--- config.mk ---
export PLATFORM = sky130hd
export DESIGN_NAME = sva_ctrl
export DESIGN_NICKNAME = d
export VERILOG_FILES = /design/src/snapshot_versioned_array_macros.svh /design/src/sva_pkg.sv /design/src/sva_ctrl.sv
export SDC_FILE = /design/constraint.sdc
export NUM_CORES = 1
export LEC_CHECK = 0
export BUFFER_PORTS_ARGS = -buffer_cell sky130_fd_sc_hd__buf_4
export CORE_AREA = 4 4 41 43
export CTS_CLUSTER_DIAMETER = 50
export DETAILED_ROUTE_END_ITERATION = 8
export DIE_AREA = 0 0 45 47
export GPL_TIMING_DRIVEN = 0
export HOLD_SLACK_MARGIN = 0.03
export PLACE_DENSITY = 0.41
export SYNTH_ARGS = -nofsm -noshare
export SYNTH_HDL_FRONTEND = slang
export SYNTH_SLANG_ARGS = --single-unit
--- constraint.sdc ---
create_clock -name i_clk -period 1.9 [get_ports i_clk]
set_input_delay 0.38 -clock i_clk [delete_from_list [all_inputs] [get_ports i_clk]]
set_output_delay 0.38 -clock i_clk [all_outputs]
set_load 0.05 [all_outputs]
--- src/snapshot_versioned_array_macros.svh ---
// Assertion helpers shared by the RTL.
`ifndef SNAPSHOT_VERSIONED_ARRAY_MACROS_SVH
`define SNAPSHOT_VERSIONED_ARRAY_MACROS_SVH

// Same-cycle implication, sampled on the rising clock, off during reset.
`define SVA_ASSERT_NOW(label, cond, expr) \
    label: assert property (@(posedge i_clk) disable iff (!i_rst_n) (cond) |-> (expr)) \
        else $error("snapshot array: same-cycle check failed");

// Next-cycle implication, sampled on the rising clock, off during reset.
`define SVA_ASSERT_NEXT(label, cond, expr) \
    label: assert property (@(posedge i_clk) disable iff (!i_rst_n) (cond) |=> (expr)) \
        else $error("snapshot array: next-cycle check failed");

`endif

--- src/sva_pkg.sv ---
package sva_pkg;

    localparam int MAX_ENTRIES  = 256;
    localparam int MAX_VERSIONS = 16;
    localparam int VALUE_BITS   = 32;
    localparam int SNAP_BITS    = 16;

    localparam int IDX_BITS  = $clog2(MAX_ENTRIES);
    localparam int VER_BITS  = $clog2(MAX_VERSIONS);
    localparam int CNT_BITS  = $clog2(MAX_VERSIONS + 1);
    localparam int SLOT_BITS = IDX_BITS + VER_BITS;
    localparam int SLOTS     = MAX_ENTRIES * MAX_VERSIONS;
    localparam int SLOT_W    = SNAP_BITS + VALUE_BITS;
    localparam int LEN_BITS  = 9;

    localparam logic [LEN_BITS-1:0] LEN_RESET = LEN_BITS'(256);

    typedef enum logic [1:0] {
        KIND_WRITE = 2'd0,
        KIND_SNAP  = 2'd1,
        KIND_READ  = 2'd2,
        KIND_NOP   = 2'd3
    } t_kind;

    localparam logic [2:0] ST_OK     = 3'd0;
    localparam logic [2:0] ST_BAD    = 3'd1;
    localparam logic [2:0] ST_FULL   = 3'd2;
    localparam logic [2:0] ST_FUTURE = 3'd3;
    localparam logic [2:0] ST_SAT    = 3'd4;

    // phase commands from the controller
    typedef struct packed {
        logic load;
        logic lookup;
        logic wchk;
        logic rscan;
    } t_cmd;

    // conditions reported back by the datapath
    typedef struct packed {
        t_kind kind;
        logic  idx_bad;
        logic  future;
        logic  cnt_zero;
        logic  hit;
        logic  k_zero;
    } t_stat;

endpackage

--- src/sva_ctrl.sv ---
module sva_ctrl (
    input  logic          i_clk,
    input  logic          i_rst_n,
    input  logic          i_start,
    input  sva_pkg::t_stat i_stat,
    output sva_pkg::t_cmd  o_cmd,
    output logic          o_busy,
    output logic          o_done
);

    import sva_pkg::*;

    typedef enum logic [1:0] {
        S_IDLE,
        S_LOOKUP,
        S_WCHK,
        S_RSCAN
    } t_state;

    t_state r_state;
    logic   r_done;

    always_comb begin
        o_cmd        = '0;
        o_cmd.load   = (r_state == S_IDLE) && i_start;
        o_cmd.lookup = (r_state == S_LOOKUP);
        o_cmd.wchk   = (r_state == S_WCHK);
        o_cmd.rscan  = (r_state == S_RSCAN);
    end

    always_ff @(posedge i_clk) begin
        if (!i_rst_n) begin
            r_state <= S_IDLE;
            r_done  <= 1'b0;
        end else begin
            r_done <= 1'b0;
            case (r_state)
                S_IDLE: begin
                    if (i_start) begin
                        r_state <= S_LOOKUP;
                    end
                end
                S_LOOKUP: begin
                    case (i_stat.kind)
                        KIND_WRITE: begin
                            if (i_stat.idx_bad || i_stat.cnt_zero) begin
                                r_state <= S_IDLE;
                                r_done  <= 1'b1;
                            end else begin
                                r_state <= S_WCHK;
                            end
                        end
                        KIND_READ: begin
                            if (i_stat.idx_bad || i_stat.future || i_stat.cnt_zero) begin
                                r_state <= S_IDLE;
                                r_done  <= 1'b1;
                            end else begin
                                r_state <= S_RSCAN;
                            end
                        end
                        default: begin
                            r_state <= S_IDLE;
                            r_done  <= 1'b1;
                        end
                    endcase
                end
                S_WCHK: begin
                    r_state <= S_IDLE;
                    r_done  <= 1'b1;
                end
                S_RSCAN: begin
                    // walk back one version a cycle until a match or the oldest
                    if (i_stat.hit || i_stat.k_zero) begin
                        r_state <= S_IDLE;
                        r_done  <= 1'b1;
                    end
                end
                default: begin
                    r_state <= S_IDLE;
                end
            endcase
        end
    end

    assign o_busy = (r_state != S_IDLE);
    assign o_done = r_done;

endmodule

# --- Yosys cells after proc, flatten, opt, wreduce, memory -nomap -nowiden ---
# Index checks and enable logic that the tools add are counted.
word_totals:
  ff_bits: 3
  output_inout_bits: 6
  mem_bits_rw: 0
  input_bits: 10
  rom_bits: 0
  latchBits: 0
  mem_count: 0
classes:
  shifts: 0
  n_bitwise: 0
  n_lt_le_gt_ge: 0
  div_mod_pow: 0
  mux: 11
  add_sub_neg: 0
  multipliers: 0
  n_eq_ne: 6
  n_reduce_logical: 9
op_table:
  columns: ["op", "n"]
  rows:
  - ["$mux W2", 4]
  - ["$pmux W2 S4", 1]
  - ["$eq A2 B2 Y1 const B", 3]
  - ["$logic_not A2 Y1", 2]
  - ["$logic_or A1 B1 Y1", 4]
  - ["$pmux W2 S2", 1]
  - ["$mux W1", 3]
  - ["$pmux W1 S3", 1]
  - ["$eq A2 B1 Y1 const B", 1]
  - ["$ne A2 B1 Y1 const B", 1]
  - ["$ne A2 B2 Y1 const B", 1]
  - ["$pmux W1 S2", 1]
  - ["$reduce_and A2 Y1", 1]
  - ["$reduce_bool A2 Y1", 1]
  - ["$logic_and A1 B1 Y1", 1]

# --- Longest topological paths before layout ---
logic_depth:
  word_depth: 5
  ltp_mapped: 3
  mapped_depth_nobuf: 3

# --- Worst setup path after synthesis ---
# No wires, ideal clock.
synth_timing:
  path_kind: "flip-flop to output port"
  startpoint: "register r_state[1]"
  endpoint: "output o_cmd[1] (netlist bit)"
  t_arrival_ns: 1.145
  stages_incl_launch_ff: 2
  path_slack_ns: 0.375
  required_ns: 1.520
  path_cell_list: "dfxtp_1 nor2b_1"
synth_lines:
  columns: ["item", "line", "rtl"]
  rows:
  - ["from (decl)", "sva_ctrl.sv:20", "t_state r_state;"]
  - ["from (signal assigned)", "sva_ctrl.sv:33", "r_state <= S_IDLE;"]
  - ["from (signal assigned)", "sva_ctrl.sv:40", "r_state <= S_LOOKUP;"]
  - ["from (signal assigned)", "sva_ctrl.sv:47", "r_state <= S_IDLE;"]
  - ["to (decl)", "sva_ctrl.sv:6", "output sva_pkg::t_cmd o_cmd,"]

==> impl_results.md <==
* Die outline width at 45 µm
* Post-synthesis sequential area ratio at 35.0%
* Crit-path cells: nor2_1 > nand2_1 > inv_1 > buf_4
* Final Skew at 0.00108 ns
* Final Setup Violations at 0
* CTS resizes at 0
* Avg Cell Area, Syn at 7.79 µm²
* Setup Fix Bufs, Post-CTS at 0
* Outcome: finished clean
* Crit path launch type: flip-flop
* Worst relative slew slack at 84.5%
* Hold path cells at 3
* Setup CP Type: reg -> out
* Family with the most delay on the worst path: flip-flops
* Maximum clock frequency at 0.688 GHz
* Max_cap viols at 0
* Core box area at 0.00130 mm²
* Synth Instances at 22
* Clock buffer depth at 2
* Htree depth at 1
* FF+latch count, synth at 3
* Vias in the first global route at 242
* Vias at 212
* Synth Net Count at 32
* Met1 wire length at 208 µm
* Root Buffer: clkbuf_4
* First-pass GRT wire length at 869 µm
* Grt total ovfl at 0
* First drt pass iteration count at 2
* Initial Utilization at 13.2%
* Reg2Reg Depth at 3
* Ant. Diodes at 0
* Dpl cells at 52
* Crit path max fanout at 6
* I/O pin total at 16
* CP Buf/Inv Count at 2
* Non-filler instance count after layout at 56
* Num Clock Sinks at 3
* Hold_buf cts at 0
* Synthesis-to-layout area growth at 92.0%
* TritonCTS Buffers at 3
* Final ANT Viol Nets at 0
* Crit path arrival time at 1.07 ns
* CTS tree: yes
* Crit path time final at 1.45 ns
* Placed Area at 303 µm²
* Post-DR wirelength/cell at 9.32 µm
* CP peak stage delay at 0.36 ns
* Worst vdd ir at 0.152 mV
* Highest metal used: met4
* Measured slew at the worst slew-check pin at 0.232 ns
* Core Rows at 13
* Final wirelength at 522 µm
* Design area at 329 µm²
* Vias per inst at 3.79
* RSZ-0062 raised after global routing: false
* Syn. warnings at 0
* Crit. path cell count at 4
* Die ar. at 0.00212 mm²
* Max-slew violations at 0
* Leak at 0.166 nW
* Final hold viol count at 0
* Initial DRC count at 1
* Setup TNS at 0 ns
* DR WL met3 at 27 µm
* Slowest cell on the critical path: dfxtp_1
* Hpwl dp at 457 µm
* Later-pin clock latency in the skew report at 0.23 ns
* Met2 routed WL at 269 µm
* CP endpoint kind: output pin
* Cell area power density at 701 mW/mm²
* DRC errors left at 0
* Layout cells sized above 1 at 46.3%
* Worst Path Required at 1.52 ns
* Nets@finish at 52
* Die Ht at 47 µm
* Largest net degree at the start of global routing at 7
* CTS clk-pin slew, worst paths at 0.04 ns
* PortBufs at 15
* Unique masters post-synth at 12
* Worst Hold Class: in -> reg
* RD Place Congestion at 0.747
* GRT Total Usage at 6.08%
* Post-Syn Area at 171 µm²
* Initial antenna violation count at 0
* Power Total at 231 µW
* Period utilization at 76.5%
-- logic make-up (layout without fill, tap and decap cells) --
family,after synthesis,in the layout,synth area share [%]
buffers and inverters,3,22,6.57
AND/OR/NAND/NOR,14,14,51.8
flip-flops,3,3,35.0
AO/OA/AOI/OAI,2,2,6.57
-- final cells by class --
type	count	area (µm²)
Clock buffer	4	26.3
Multi-Input combinational cell	16	100
Sequential cell	3	60.1
Tap cell	15	18.8
Timing Repair Buffer	15	113
Fill cell	154	972
Inverter	3	11.3
-- cell usage in the layout, fill, tap and decap left out --
cell      Yosys  layout
nor2b_1       1       1
and2b_1       1       1
nor2_1        2       2
inv_1         3       3
and4_1        1       1
nor4_4        1       1
a31oi_1       1       1
buf_4         0      15
nand4b_1      1       1
clkbuf_1      0       1
nand2_1       6       6
dfxtp_1       3       3
and2_1        1       1
a21oi_1       1       1
clkbuf_4      0       3
-- layer usage --
layer / up-vias / GRT usage [%]
met3: 2 / 1.53
met5: - / 0
met2: 9 / 10.2
met1: 91 / 5.67
met4: 0 / 7.02
li1: 110 / -
-- Yosys cell counts, drive strengths merged --
| library cell | n | area [µm²] |
|---|---|---|
| nand2 | 6 | 22.5 |
| dfxtp | 3 | 60.1 |
| inv | 3 | 11.3 |
| nor2 | 2 | 7.51 |
| a21oi | 1 | 5.00 |
| a31oi | 1 | 6.26 |
| and2 | 1 | 6.26 |
| and2b | 1 | 7.51 |
| and4 | 1 | 8.76 |
| nand4b | 1 | 8.76 |
| nor2b | 1 | 6.26 |
| nor4 | 1 | 21.3 |
-- registers in the layout, indices dropped and copies added, names as in the netlist --
register,count
r_state,2
o_done,1
-- where the power goes --
part           switching, mW  total, mW  internal, mW
logic                 0.0312     0.0546        0.0234
clock network         0.0296      0.108        0.0785
registers            0.00232     0.0681        0.0658
total                 0.0632      0.231         0.168
-- tightest hold or removal path, stage by stage --
cell	delay (ns)
buf_4	0.11
inv_1	0.04
a31oi_1	0.04
-- final timing paths --
kind,startpoint,end,slack (ns)
worst max register to register,r_state[1]$_SDFFE_PN0P_,o_done$_SDFF_PN0_,0.80
worst max-delay path,r_state[1]$_SDFFE_PN0P_,o_cmd[3],0.45
worst min-delay path,i_rst_n,r_state[0]$_SDFFE_PN0P_,0.39
worst min register to register,r_state[0]$_SDFFE_PN0P_,r_state[1]$_SDFFE_PN0P_,0.50
-- stage by stage --
| step | utilization, % | hold slack (ns) | worst slack (ns) |
|---|---|---|---|
| after global routing | 25.3 | 0.402 | 0.340 |
| after detailed placement | 23.3 | 0.504 | 0.679 |
| after floorplan | - | 0.455 | 0.375 |
| after CTS | 25.3 | 0.390 | 0.425 |
| after global placement | 23.3 | 0.514 | 0.667 |
| final | 25.3 | 0.394 | 0.447 |
Note: power is estimated with default switching activity, not from simulation.
